[src/rtl/che_pkg.sv]
package che_pkg;

    localparam int TRIG_W     = 16;
    localparam int ORDER_W    = 3;
    localparam int CFG_ADDR_W = 2;
    localparam int CFG_DATA_W = 16;
    localparam int HIDX_W     = 4;

    localparam logic [CFG_ADDR_W-1:0] REG_ORDER = 2'd0;
    localparam logic [CFG_ADDR_W-1:0] REG_COS   = 2'd1;
    localparam logic [CFG_ADDR_W-1:0] REG_SIN   = 2'd2;

    localparam logic [ORDER_W-1:0] ORDER_RST = 3'd1;

    typedef logic signed [TRIG_W-1:0] trig_t;

    localparam trig_t COS_RST = 16'sd16384;
    localparam trig_t SIN_RST = 16'sd0;

    // Q2.14 cosine/sine pair
    typedef struct packed {
        trig_t c;
        trig_t s;
    } trig_pair_t;

endpackage

[src/rtl/che_out.sv]
module che_out import che_pkg::*; #(
    parameter int SAMPLE_WIDTH = 16,
    parameter int NUM_VALS     = 3,
    parameter int IDX_W        = 2
) (
    input  logic                           aclk,
    input  logic                           aresetn,
    input  logic                           in_valid,
    input  logic signed [SAMPLE_WIDTH-1:0] in_vals [NUM_VALS],
    input  logic [IDX_W-1:0]               last_pos,
    output logic                           in_ready,
    output logic                           m_valid,
    input  logic                           m_ready,
    output logic signed [SAMPLE_WIDTH-1:0] m_value,
    output logic [HIDX_W-1:0]              m_index,
    output logic                           m_last
);

    logic                           valid_reg;
    logic [IDX_W-1:0]               pos_reg;
    logic signed [SAMPLE_WIDTH-1:0] vals_reg [NUM_VALS];

    assign m_last   = (pos_reg == last_pos);
    assign in_ready = !valid_reg || (m_ready && m_last);

    always_ff @(posedge aclk) begin
        if (!aresetn) begin
            valid_reg <= 1'b0;
            pos_reg   <= '0;
        end else if (in_ready) begin
            valid_reg <= in_valid;
            pos_reg   <= '0;
        end else if (m_ready) begin
            pos_reg   <= pos_reg + IDX_W'(1);
        end
    end

    always_ff @(posedge aclk) begin
        if (in_ready && in_valid) begin
            vals_reg <= in_vals;
        end
    end

    assign m_valid = valid_reg;
    assign m_value = vals_reg[pos_reg];
    assign m_index = HIDX_W'(pos_reg);

    a_pos_step: assert property (@(posedge aclk) disable iff (!aresetn)
        valid_reg && m_ready && !m_last |=> pos_reg == $past(pos_reg) + IDX_W'(1))
        else $error("result index did not advance");

    a_reload: assert property (@(posedge aclk) disable iff (!aresetn)
        valid_reg && m_ready && m_last && in_valid |=> valid_reg && pos_reg == '0)
        else $error("next item not loaded after last result");

    a_pos_bound: assert property (@(posedge aclk) disable iff (!aresetn)
        valid_reg |-> pos_reg <= last_pos)
        else $error("result index past final harmonic");

endmodule

[config.mk]
export PLATFORM = sky130hd
export DESIGN_NAME = che_out
export DESIGN_NICKNAME = d
export VERILOG_FILES = /design/src/rtl/che_pkg.sv /design/src/rtl/che_out.sv
export SDC_FILE = /design/constraint.sdc
export NUM_CORES = 1
export LEC_CHECK = 0
export BUFFER_PORTS_ARGS = -buffer_cell sky130_fd_sc_hd__buf_2
export CAP_MARGIN = 20
export CORE_MARGIN = 3
export CORE_UTILIZATION = 43
export DETAILED_ROUTE_END_ITERATION = 10
export HOLD_SLACK_MARGIN = 0.15
export PLACE_DENSITY_LB_ADDON = 0.12
export SLEW_MARGIN = 10
export SYNTH_ARGS = -nofsm -noshare
export SYNTH_HDL_FRONTEND = slang
export SYNTH_SLANG_ARGS = --single-unit
[constraint.sdc]
create_clock -name aclk -period 3.3 [get_ports aclk]
set_input_delay 0.495 -clock aclk [delete_from_list [all_inputs] [get_ports aclk]]
set_output_delay 0.495 -clock aclk [all_outputs]
set_load 0.005 [all_outputs]
---- Yosys cells after proc, flatten, opt, wreduce, memory -nomap -nowiden ----
Index checks and enable logic that the tools add are counted.
cells by class
  reduce and logical (&&, ||, !) cells .... 5
  multiplexer cells ....................... 3
  eq/ne operators ......................... 1
  add/subtract/negate cells ............... 1
  bitwise operators ....................... 2
  order comparisons ....................... 1
operators with widths
  cell                                          number
  binary-select mux 16 bit (select 2 bit)       1
  2-to-1 mux 16 bit                             2
  >= comparator 3 bit (second input constant)   1
  NOT 2 -> 3 bit                                1
  adder 2 x 1 -> 2 bit (second input constant)  1
  equality test 2 bit                           1
  logical AND 1 bit                             2
  OR reduction 2 bit                            1
  zero test 1 bit                               1
  logical OR 1 bit                              1
  NOT 1 bit                                     1
storage, ports and cells
  register bits ........................... 51
  input port bits ......................... 54
  logic and storage cells ................. 18
  output and inout port bits .............. 23

---- Logic depth before layout (Yosys ltp) ----
  depth in word-level cells ............... 4
  mapped depth ............................ 6
  gate-level depth less buffers ........... 3

---- Least setup slack after synthesis ----
No wires, ideal clock.
  path type ............................... input to register
  start point ............................. input last_pos[1]
  end point ............................... register vals_reg[0] (netlist name), enable pin
  arrival ................................. 3.035 ns
  path slack .............................. -0.194 ns
  path buffers ............................ 0
  cell stages on the path ................. 3
  required time ........................... 2.841 ns
  setup time .............................. 0.459 ns
  cells stage by stage .................... xnor2_1 -> a31oi_4 -> nor2b_1
on the way
  longest elaborated chain between the ends .. 4
RTL lines
  what                  RTL line       RTL
  from (decl)           che_out.sv:10  input logic [IDX_W-1:0] last_pos,
  equality test 2 bit   che_out.sv:23  assign m_last = (pos_reg == last_pos);
  logical AND 1 bit     che_out.sv:24  assign in_ready = !valid_reg || (m_ready && m_last);
  logical OR 1 bit      che_out.sv:24
  logical AND 1 bit     che_out.sv:39  if (in_ready && in_valid) begin
  to (signal assigned)  che_out.sv:40  vals_reg <= in_vals;
  to (decl)             che_out.sv:21  logic signed [SAMPLE_WIDTH-1:0] vals_reg [NUM_VALS];
Every way passes these cells.
A chain may end at the register's enable or synchronous reset.

---- Final worst setup path ----
  start point ............................. register pos_reg[1]
  end point ............................... output m_value[12]
on the way
  longest elaborated chain between the ends .. 4
RTL lines
  what                                                   RTL line       RTL
  from (decl)                                            che_out.sv:20  logic [IDX_W-1:0] pos_reg;
  from (signal assigned)                                 che_out.sv:34  pos_reg <= pos_reg + IDX_W'(1);
  NOT 2 -> 3 bit (implied by the code)                   che_out.sv:45  assign m_value = vals_reg[pos_reg];
  binary-select mux 16 bit (select 2 bit)                che_out.sv:45
  2-to-1 mux 16 bit (implied by the code) (2 in series)  che_out.sv:45
  to (decl)                                              che_out.sv:14  output logic signed [SAMPLE_WIDTH-1:0] m_value,
Every way passes these cells. The select of a mux whose other input is x is not followed.

==> flow_summary.yaml <==
clock_tree:
  cts.reportedPaths.clkPinSlew_ns: 0.08
  cts_hold_buffers: 0
  cts_tree: "done"
  cts_sinks: 51
  root_buffer: "clkbuf_8"
  clock_path_buffers: 2
  clock_latency_ns: 0.29
  h-tree-depth: 2
  numCtsBuffers: 5
  cts_resized: 0
  cts_post_setup_buffers_inserted: 0
grt:
  antenna_found_initial: 0
  grt_max_degree: 28
  use_met2: 0.2274
  busiest_layer: "met2"
  grt_pass1_vias: 1204
  grt_pass1_wl_mm: 5.561
  grt.total_usage: 0.1397
  grtUsageMet3: 0.04788
  gr-total-overflow: 0
  use_met1: 0.1732
finish:
  drive_above_1_share: 0.4271
  synthToLayoutAreaGrowth_pct: 25.33
  largest_reg_flops: 48
  utilization: 0.5648
  instances_no_fill: 251
  finalNetCount: 252
  num_antenna_cells: 0
sta:
  max_slew.worst_pin.slew_ns: 0.7137
  grt_setup_unrepaired: "no"
  fin_crit_ns: 2.562
  skew_ns: 0.007883
  relSlewSlack: 0.5236
  fmaxAchievable_mhz: 390.3
  hold_viol: 0
  finalSetupViolations: 0
  min_period_over_period: 0.7765
  slew_violations: 0
  setup_tns_ns: 0
worst_setup_path:
  timing.rr.end: "vals_reg[6]"
  end_kind: "output pin"
  critPathArrivalTime_ns: 2.07
  rrSetupSlack_ns: 0.95
  rr_startpoint: "pos_reg[1]"
  critical_path_class: "reg2out"
  crit_fanout: 20
  cp-start-kind: "register"
  required_ns: 2.80
  reg2regPathDepth: 4
floorplanning:
  rows: 24
  initial_utilization: 0.4506
  coreArea_um2: 4384
  dieArea_um2: 5443
  ios: 77
  die_x_um: 73.78
  die_h_um: 73.78
detailed_routing:
  wirelength_mm: 3.692
  ant_nets: 0
  drcViolationCount: 0
  wl_per_cell_um: 14.71
  vias: 1202
  dr.pass1.iters: 4
  viasPerCell: 4.789
  first_iter_violations: 79
yosys:
  yosys.area.top_type_share: 0.7296
  ys_seq_area_frac: 0.7600
  yosys_warnings: 0
  synthesis.area_um2: 1976
  yosysTopAreaCell: "edfxtp_1"
  synth_seq_cells: 51
  syn_inst: 122
  synth.avg_cell_area_um2: 16.19
  ys_types: 21
  ys_top_cells_by_area: "edfxtp_1 73%, mux2i_1 8.1%, o21ai_0 3.3%"
power_and_ir_drop:
  cellLeakagePower_nw: 0.9608
  peakVddDrop_uv: 321.5
  p_per_area_nw_per_um2: 487.0
worst_hold_path:
  holdCritStartpoint: "in_vals[42]"
  whs_endpoint: "vals_reg[42]"
  holdPathStages: 1
  holdCritPathClass: "in2reg"
outcome:
  outcome: "finished, final reports clean"
flow_run:
  maxCapViolations: 0
placement:
  gp_congestion: 0.6986
  place_inst: 243
  dp_hpwl_mm: 2.645
  portBuffers: 74
metal layers:
layer	routed length, um	part of all wire
met5	0	0
met4	42	0.011
met3	291	0.079
met2	1894	0.51
met1	1463	0.40
through the flow:
stage                     power (mW)  setup slack [ns]  instance area [um2]  hold WS (ns)
after floorplan               0.8272            0.7250                 1982        0.5939
after global placement        0.8881             1.036                 2395        0.6353
after CTS                      1.221            0.6873                 2476        0.3621
after global routing           1.266            0.4811                 2476        0.3486
final                          1.206            0.7376                 2476        0.3701
after detailed placement      0.8932            0.9228                 2395        0.6569
worst max-delay path by stage:
stage          slack [ns]           end  cells after the start         from
3_5_place_dp         0.92  vals_reg[35]                      4   pos_reg[1]
4_1_cts              0.69    m_value[4]                      4   pos_reg[1]
6_report             0.74   m_value[12]                      4   pos_reg[1]
2_1_floorplan        0.73   vals_reg[0]                      3  last_pos[1]
3_3_place_gp         1.04  vals_reg[16]                      4   pos_reg[1]
5_1_grt              0.48    m_value[7]                      4   pos_reg[1]
cells in the mapped netlist:
library cell	count
buf_6	1
inv_1	2
buf_4	4
nand2_1	17
conb_1	1
xnor2_1	2
o21a_1	1
a31oi_4	1
nor2b_1	1
clkbuf_1	1
xnor2_2	1
edfxtp_1	48
and2_1	1
xor2_1	1
buf_2	2
and2b_1	1
o21ai_1	3
and3_1	2
dfxtp_1	3
mux2i_1	16
o21ai_0	13
power breakdown:
part / leakage, nW / switching (mW) / internal (mW)
Combinational: 0.435 / 0.0535 / 0.0565
Clock: 0.0422 / 0.182 / 0.149
Sequential: 0.483 / 0.0124 / 0.753
Total: 0.961 / 0.248 / 0.958
layout by cell type (no fill, tap or decap):
master | synthesis | layout
buf_2 | 2 | 74
clkinv_2 | 0 | 1
o21ai_1 | 3 | 3
clkbuf_1 | 1 | 2
o21a_1 | 1 | 1
a31oi_4 | 1 | 1
xnor2_1 | 2 | 2
mux2i_1 | 16 | 16
xor2_1 | 1 | 1
edfxtp_1 | 48 | 48
and2_1 | 1 | 1
nor2b_4 | 0 | 1
o21ai_0 | 13 | 13
buf_4 | 4 | 1
conb_1 | 1 | 2
dfxtp_1 | 3 | 3
and2b_1 | 1 | 1
and3_1 | 2 | 2
xnor2_2 | 1 | 1
clkbuf_8 | 0 | 5
inv_1 | 2 | 2
nand2_1 | 17 | 17
buf_12 | 0 | 1
layout make-up:
class / count / area (um2)
inverter: 2 / 7.507
timing repair buffer: 76 / 397.9
clock inverter: 1 / 5.005
sequential: 51 / 1501
tap: 52 / 65.06
multi-input combinational: 62 / 422.9
clock buffer: 7 / 76.32
fill: 376 / 1908
critical path: stages (launching register included):
cell	delay, ns
dfxtp_1	0.79
and2b_1	0.61
nand2_1	0.10
o21ai_0	0.12
buf_2	0.16
cell families after synthesis:
kind of cell / count (synthesis) / share of synthesized area
other: 1 / 0.001898
AOI/OAI and AO/OA: 18 / 0.05510
and+or+nand+nor: 22 / 0.04877
xor gates and xnor gates: 4 / 0.02154
muxes: 16 / 0.08106
DFF: 51 / 0.7600
buffers and inverters: 10 / 0.03167
Power figures use the tool's default switching activity.
