==> config.mk <==
export PLATFORM = sky130hd
export DESIGN_NAME = che_cell
export DESIGN_NICKNAME = d
export VERILOG_FILES = /design/src/rtl/che_pkg.sv /design/src/rtl/che_cell.sv
export SDC_FILE = /design/constraint.sdc
export NUM_CORES = 2
export LEC_CHECK = 0
export ABC_AREA = 1
export BUFFER_PORTS_ARGS = -buffer_cell sky130_fd_sc_hd__clkbuf_2
export CORE_MARGIN = 4
export CORE_UTILIZATION = 30
export DETAILED_ROUTE_END_ITERATION = 7
export MAX_ROUTING_LAYER = met4
export PLACE_DENSITY = 0.55
export SETUP_SLACK_MARGIN = 0.05
export SLEW_MARGIN = 20
export SYNTH_ARGS = -nofsm -noshare
export SYNTH_HDL_FRONTEND = slang
export SYNTH_SLANG_ARGS = --single-unit
==> constraint.sdc <==
create_clock -name aclk -period 8.5 [get_ports aclk]
set_input_delay 0.425 -clock aclk [delete_from_list [all_inputs] [get_ports aclk]]
set_output_delay 0.425 -clock aclk [all_outputs]
set_load 0.05 [all_outputs]
==> src/rtl/che_pkg.sv <==
package che_pkg;

    localparam int TRIG_W     = 16;
    localparam int ORDER_W    = 3;
    localparam int CFG_ADDR_W = 2;
    localparam int CFG_DATA_W = 16;
    localparam int HIDX_W     = 4;

    localparam logic [CFG_ADDR_W-1:0] REG_ORDER = 2'd0;
    localparam logic [CFG_ADDR_W-1:0] REG_COS   = 2'd1;
    localparam logic [CFG_ADDR_W-1:0] REG_SIN   = 2'd2;

    localparam logic [ORDER_W-1:0] ORDER_RST = 3'd1;

    typedef logic signed [TRIG_W-1:0] trig_t;

    localparam trig_t COS_RST = 16'sd16384;
    localparam trig_t SIN_RST = 16'sd0;

    // Q2.14 cosine/sine pair
    typedef struct packed {
        trig_t c;
        trig_t s;
    } trig_pair_t;

endpackage

==> src/rtl/che_cell.sv <==
module che_cell import che_pkg::*; #(
    parameter int SAMPLE_WIDTH = 16,
    parameter int NUM_VALS     = 3,
    parameter int SLOT         = 1
) (
    input  logic                           aclk,
    input  logic                           aresetn,
    input  logic                           adv,
    input  trig_pair_t                     base,
    input  logic                           in_valid,
    input  logic signed [SAMPLE_WIDTH-1:0] in_x,
    input  trig_pair_t                     in_trig,
    input  logic signed [SAMPLE_WIDTH-1:0] in_vals [NUM_VALS],
    output logic                           out_valid,
    output logic signed [SAMPLE_WIDTH-1:0] out_x,
    output trig_pair_t                     out_trig,
    output logic signed [SAMPLE_WIDTH-1:0] out_vals [NUM_VALS]
);

    localparam int PW = SAMPLE_WIDTH + TRIG_W;
    localparam int TW = 2 * TRIG_W + 1;
    localparam logic signed [PW-1:0] VMAX = PW'((64'sd1 <<< (SAMPLE_WIDTH - 1)) - 64'sd1);
    localparam logic signed [PW-1:0] VMIN = -VMAX - PW'(1);
    localparam logic signed [TW-1:0] TMAX = TW'(32767);
    localparam logic signed [TW-1:0] TMIN = -TMAX - TW'(1);

    function automatic logic signed [SAMPLE_WIDTH-1:0] round_val(
        input logic signed [PW-1:0] v
    );
        logic signed [PW-1:0] r;
        r = (v + PW'(8192)) >>> 14;
        if (r > VMAX) begin
            return VMAX[SAMPLE_WIDTH-1:0];
        end else if (r < VMIN) begin
            return VMIN[SAMPLE_WIDTH-1:0];
        end
        return r[SAMPLE_WIDTH-1:0];
    endfunction

    function automatic trig_t round_trig(input logic signed [TW-1:0] v);
        logic signed [TW-1:0] r;
        r = (v + TW'(8192)) >>> 14;
        if (r > TMAX) begin
            return TMAX[TRIG_W-1:0];
        end else if (r < TMIN) begin
            return TMIN[TRIG_W-1:0];
        end
        return r[TRIG_W-1:0];
    endfunction

    logic signed [PW-1:0]           px_s, px_c;
    logic signed [2*TRIG_W-1:0]     cc, ss, cs, sc;

    logic                           a_valid_reg;
    logic signed [SAMPLE_WIDTH-1:0] a_x_reg;
    logic signed [SAMPLE_WIDTH-1:0] a_vals_reg [NUM_VALS];
    logic signed [PW-1:0]           px_s_reg, px_c_reg;
    logic signed [2*TRIG_W-1:0]     cc_reg, ss_reg, cs_reg, sc_reg;

    logic                           b_valid_reg;
    logic signed [SAMPLE_WIDTH-1:0] b_x_reg;
    trig_pair_t                     b_trig_reg, b_trig_next;
    logic signed [SAMPLE_WIDTH-1:0] b_vals_reg  [NUM_VALS];
    logic signed [SAMPLE_WIDTH-1:0] b_vals_next [NUM_VALS];

    assign px_s = in_x * in_trig.s;
    assign px_c = in_x * in_trig.c;
    assign cc   = in_trig.c * base.c;
    assign ss   = in_trig.s * base.s;
    assign cs   = in_trig.c * base.s;
    assign sc   = in_trig.s * base.c;

    always_comb begin
        for (int i = 0; i < NUM_VALS; i++) begin
            b_vals_next[i] = a_vals_reg[i];
        end
        b_vals_next[SLOT]     = round_val(px_s_reg);
        b_vals_next[SLOT + 1] = round_val(px_c_reg);
        b_trig_next.c = round_trig(TW'(cc_reg) - TW'(ss_reg));
        b_trig_next.s = round_trig(TW'(cs_reg) + TW'(sc_reg));
    end

    always_ff @(posedge aclk) begin
        if (!aresetn) begin
            a_valid_reg <= 1'b0;
            b_valid_reg <= 1'b0;
        end else if (adv) begin
            a_valid_reg <= in_valid;
            b_valid_reg <= a_valid_reg;
        end
    end

    always_ff @(posedge aclk) begin
        if (adv) begin
            a_x_reg    <= in_x;
            a_vals_reg <= in_vals;
            px_s_reg   <= px_s;
            px_c_reg   <= px_c;
            cc_reg     <= cc;
            ss_reg     <= ss;
            cs_reg     <= cs;
            sc_reg     <= sc;
            b_x_reg    <= a_x_reg;
            b_trig_reg <= b_trig_next;
            b_vals_reg <= b_vals_next;
        end
    end

    assign out_valid = b_valid_reg;
    assign out_x     = b_x_reg;
    assign out_trig  = b_trig_reg;
    assign out_vals  = b_vals_reg;

endmodule

Word level (Yosys, flattened, before mapping) --
Cells that the tools add are included. Widths: inputs -> output; s select.
Word-level totals: output and inout port bits 97, register bits 322
Cells by class: multipliers 6, $lt $le $gt $ge 8, $add $sub $neg 6, muxes and demuxes 20
Operators with widths (count):
- $mul 16x16->32 | 6
- $mux 16 | 12
- $add 33x15->33 const B | 2
- $add 32x15->32 const B | 2
- $gt 19x16->1 const B | 2
- $lt 19x16->1 const B | 2
- $gt 18x16->1 const B | 2
- $lt 18x16->1 const B | 2
- $add 32x32->33 | 1
- $sub 32x32->33 | 1
- $mux 1 | 8

Logic depth before layout (Yosys ltp) --
depth in word-level cells 6, depth in mapped cells 28

Worst setup path after synthesis --
No wires, ideal clock.
path type input to register, from input in_trig[15] in the netlist's numbering, to register sc_reg[29] (data pin), buffers on the path 2, setup slack 2.486 ns, stages on the path 24, setup time 0.252 ns, required time 8.248 ns, arrival 5.762 ns, cell sequence clkbuf_1 -> clkbuf_1 -> nand2_1 -> inv_1 -> fa_1 -> fa_1 -> fa_1 -> fa_1 -> fa_1 -> inv_1 -> fa_1 -> inv_1 -> ha_1 -> nand2_1 -> inv_1 -> nand2_1 -> inv_1 -> a21oi_1 -> nand3_1 -> a21o_1 -> nand2_1 -> nand2_1 -> nand2_1 -> nand2_1
On the way: word-level cells in the longest chain between the ends 1
Ends and longest elaborated chain:
- start: declaration | RTL line che_cell.sv:12 | input trig_pair_t in_trig,
- $mul 16x16->32 | RTL line che_cell.sv:71 | assign sc = in_trig.s * base.c;
- named net sc[29] | RTL line che_cell.sv:52 | logic signed [2*TRIG_W-1:0] cc, ss, cs, sc;
- end signal: assignment | RTL line che_cell.sv:102 | sc_reg <= sc;
- end: declaration | RTL line che_cell.sv:58 | logic signed [2*TRIG_W-1:0] cc_reg, ss_reg, cs_reg, sc_reg;
The timed path passes the listed nets, and every way through them passes these cells. A chain may end at the register's enable or synchronous reset.

Final worst setup path --
from input base[17] in the netlist's numbering, to register sc_reg[29] (data pin)
On the way: word-level cells in the longest chain between the ends 1
Ends and longest elaborated chain:
- start: declaration | RTL line che_cell.sv:9 | input trig_pair_t base,
- $mul 16x16->32 | RTL line che_cell.sv:71
- named net sc[29] | RTL line che_cell.sv:52
The timed path passes the listed nets, and every way through them passes these cells.

==> impl_metrics.yaml <==
status:
  outcome: "complete, no violations"
layout:
  nets: 11500
  stdcell_count: 12600
  area_growth_pct: 8.33
  largest_reg_flops: 48
  drive_above_1_share_pct: 4.37
die:
  start_util_pct: 30.2
  rows: 184
  num_io_pins: 229
  dieArea_sq_mm: 0.261
  die_h_um: 511
  dieWidth_um: 511
  core_area_sq_mm: 0.252
job:
  drv_cap: 0
global_route:
  grt_overflow: 0
  grt_max_degree: 150
  grt_first_pass_wirelength_mm: 341
  grt.total_usage_pct: 16.7
  grt_pass1_vias: 62500
  antenna_found_initial: 31
drt:
  via_per_inst: 4.48
  drt-total-wl_mm: 206
  ant_nets: 0
  first_pass_iters: 6
  via_count: 56600
  drtIter0Drc: 3285
  drc: 0
  detail_route.wl_per_cell_um: 16.3
worst_setup_path:
  cp-end-kind: "flop"
  r2r_end: "out_trig[2]$_DFFE_PP_"
  reg2reg_depth: 12
  cp-start-kind: "input port"
  cp_cell_sequence: "clkbuf_2 > nand2_1 > inv_1 > fa_1 > fa_1 > fa_1 > fa_1 > fa_1 > inv_1 > fa_1 > inv_1 > ha_1 > nand2_1 > inv_1 > nand2_1 > inv_1 > a21oi_1 > nand3_1 > a21o_1 > nand2_1 > nand2_1 > nand2_1 > nand2_1"
  slowest_delay_ns: 0.92
  cp.arrival_ns: 6.72
  path_class: "input port to flop"
  crit_slowest_cell: "fa_1"
  r2r_start: "sc_reg[26]$_DFFE_PP_"
  cp.required_ns: 8.85
  cp_common_cell: "nand2_1"
  crit_fanout: 32
  rrSetupSlack_ns: 5.55
sta:
  slew_headroom_pct: 24.3
  worst_slew_pin_slew_ns: 1.14
  final.setup.worst_slack_ns: 2.13
  finalSetupViolations: 0
  rsz0062_at_grt: "no"
  fin_crit_ns: 6.37
  slew_viol_final: 0
  whs_ns: 0.156
  worst_clock_skew_ns: 0.0452
  finalHoldViolCount: 0
  max_freq_mhz: 157
  tns_ns: 0
  finalCritPeriodShare_pct: 74.9
yosys:
  syn_area_per_cell_sq_um: 8.27
  synth_common_cells: "2772 x inv_1, 2262 x nand2_1, 1570 x fa_1, 610 x ha_1, 327 x nor2_1"
  yosys.area.top_type_share_pct: 41.4
  yosysMostFrequentCell: "inv_1"
  synthDistinctLibCells: 54
  ys.flop_type: "edfxtp_1"
  syn_inst: 9189
  ys_seq_area_share_pct: 11.7
  synth_nets: 11500
  synth_warnings: 0
  synth_seq_cells: 296
  synth_area_leaders: "fa_1 41%, inv_1 14%, edfxtp_1 12%, nand2_1 11%, ha_1 10%"
  synth-edff-count: 294
  yosys.area.top_type: "fa_1"
  async_reset_ff_share_pct: 0
  syn_area_sq_mm: 0.0760
placed_design:
  placed_cells: 12500
  gp_congestion: 0.908
  dpl.hpwl_mm: 171
  dp_slack_ns: 1.47
  port-buffer-count: 196
hold_path:
  whs_endpoint: "a_x_reg[10]$_DFFE_PP_"
  min_path_type: "input port to flop"
  hold_start: "in_x[10]"
  holdPathStages: 1
clock_tree:
  cts_tree: "done"
  cts_max_level: 2
  ctsLongestPathBuffers: 3
  cts-root-buf: "clkbuf_16"
  cts_made_buffers: 41
  clock-sinks: 296
  clkTransAtPathRegs_ns: 0.07
  clock_insertion_delay_worst_skew_ns: 0.64
  postCtsSetupRepairBufs: 0
## final cells by class
class | instances | area (sq um)
diodes | 15 | 37.5
clock buffers | 49 | 1080
clock inverters | 26 | 249
fillers | 26500 | 169000
inverters | 2775 | 10400
multi-input cells | 5806 | 55500
flip-flops and latches | 296 | 8870
well taps | 3348 | 4190
repair buffers | 311 | 1990
## worst max-delay path: cells and delay by family
kind | cells | cell delay (ns)
AO/OA/AOI/OAI | 2 | 0.43
adder cells (fa/ha/maj) | 7 | 3.85
buffers and inverters | 6 | 1.05
AND/OR/NAND/NOR | 8 | 0.93
## logic make-up (layout without fill, tap and decap cells)
kind of cell / count (synthesis) / after routing / share of synthesized area [%]
compound gates: 515 / 515 / 3.92
xor+xnor: 240 / 240 / 2.78
fa+ha+maj: 2180 / 2180 / 51.4
buf+inv: 3087 / 3161 / 15.3
flops: 296 / 296 / 11.7
other cells: 0 / 15 / 0
simple gates: 2871 / 2871 / 14.9
## metrics by stage
step	utilization [%]	area [sq um]
floorplan	-	76000
global placement	32.1	80800
detailed placement	32.1	80800
CTS	32.7	82300
global route	32.7	82300
finish	32.7	82300
## how the worst max path moves through the flow
stage	from	to	slack (ns)	cells after the start
after floorplan	in_trig[15]	sc_reg[29]$_DFFE_PP_	2.49	24
after global placement	base[17]	sc_reg[29]$_DFFE_PP_	1.51	23
after detailed placement	base[17]	sc_reg[29]$_DFFE_PP_	1.47	23
after CTS	base[17]	sc_reg[29]$_DFFE_PP_	2.13	22
after global routing	base[17]	sc_reg[29]$_DFFE_PP_	1.73	23
final	base[17]	sc_reg[29]$_DFFE_PP_	2.13	23
## metal layers
metal	vias to the layer above	wire length, um	GRT usage, %
met5	-	0	-
met2	1240	99200	27.6
met3	264	8910	1.68
met1	28600	92500	22.0
li1	26500	-	-
met4	0	5090	4.22
## cell usage in the layout, fill, tap and decap left out, types with 132 or more instances in the layout
cell,Yosys,final
a21oi_1,225,225
clkbuf_2,0,194
edfxtp_1,294,294
fa_1,1570,1570
ha_1,610,610
inv_1,2772,2772
nand2_1,2262,2262
nand3_1,132,132
nor2_1,327,327
xor2_1,140,140
## timing repair
action                    in CTS  in global routing
hold buffers                  19                  0
hold endpoints to repair      18                  0
resized for setup              0                  0
Power is left out: the tool's default activity adds up to more than one toggle a clock period on the data nets, which glitch-free logic cannot reach.
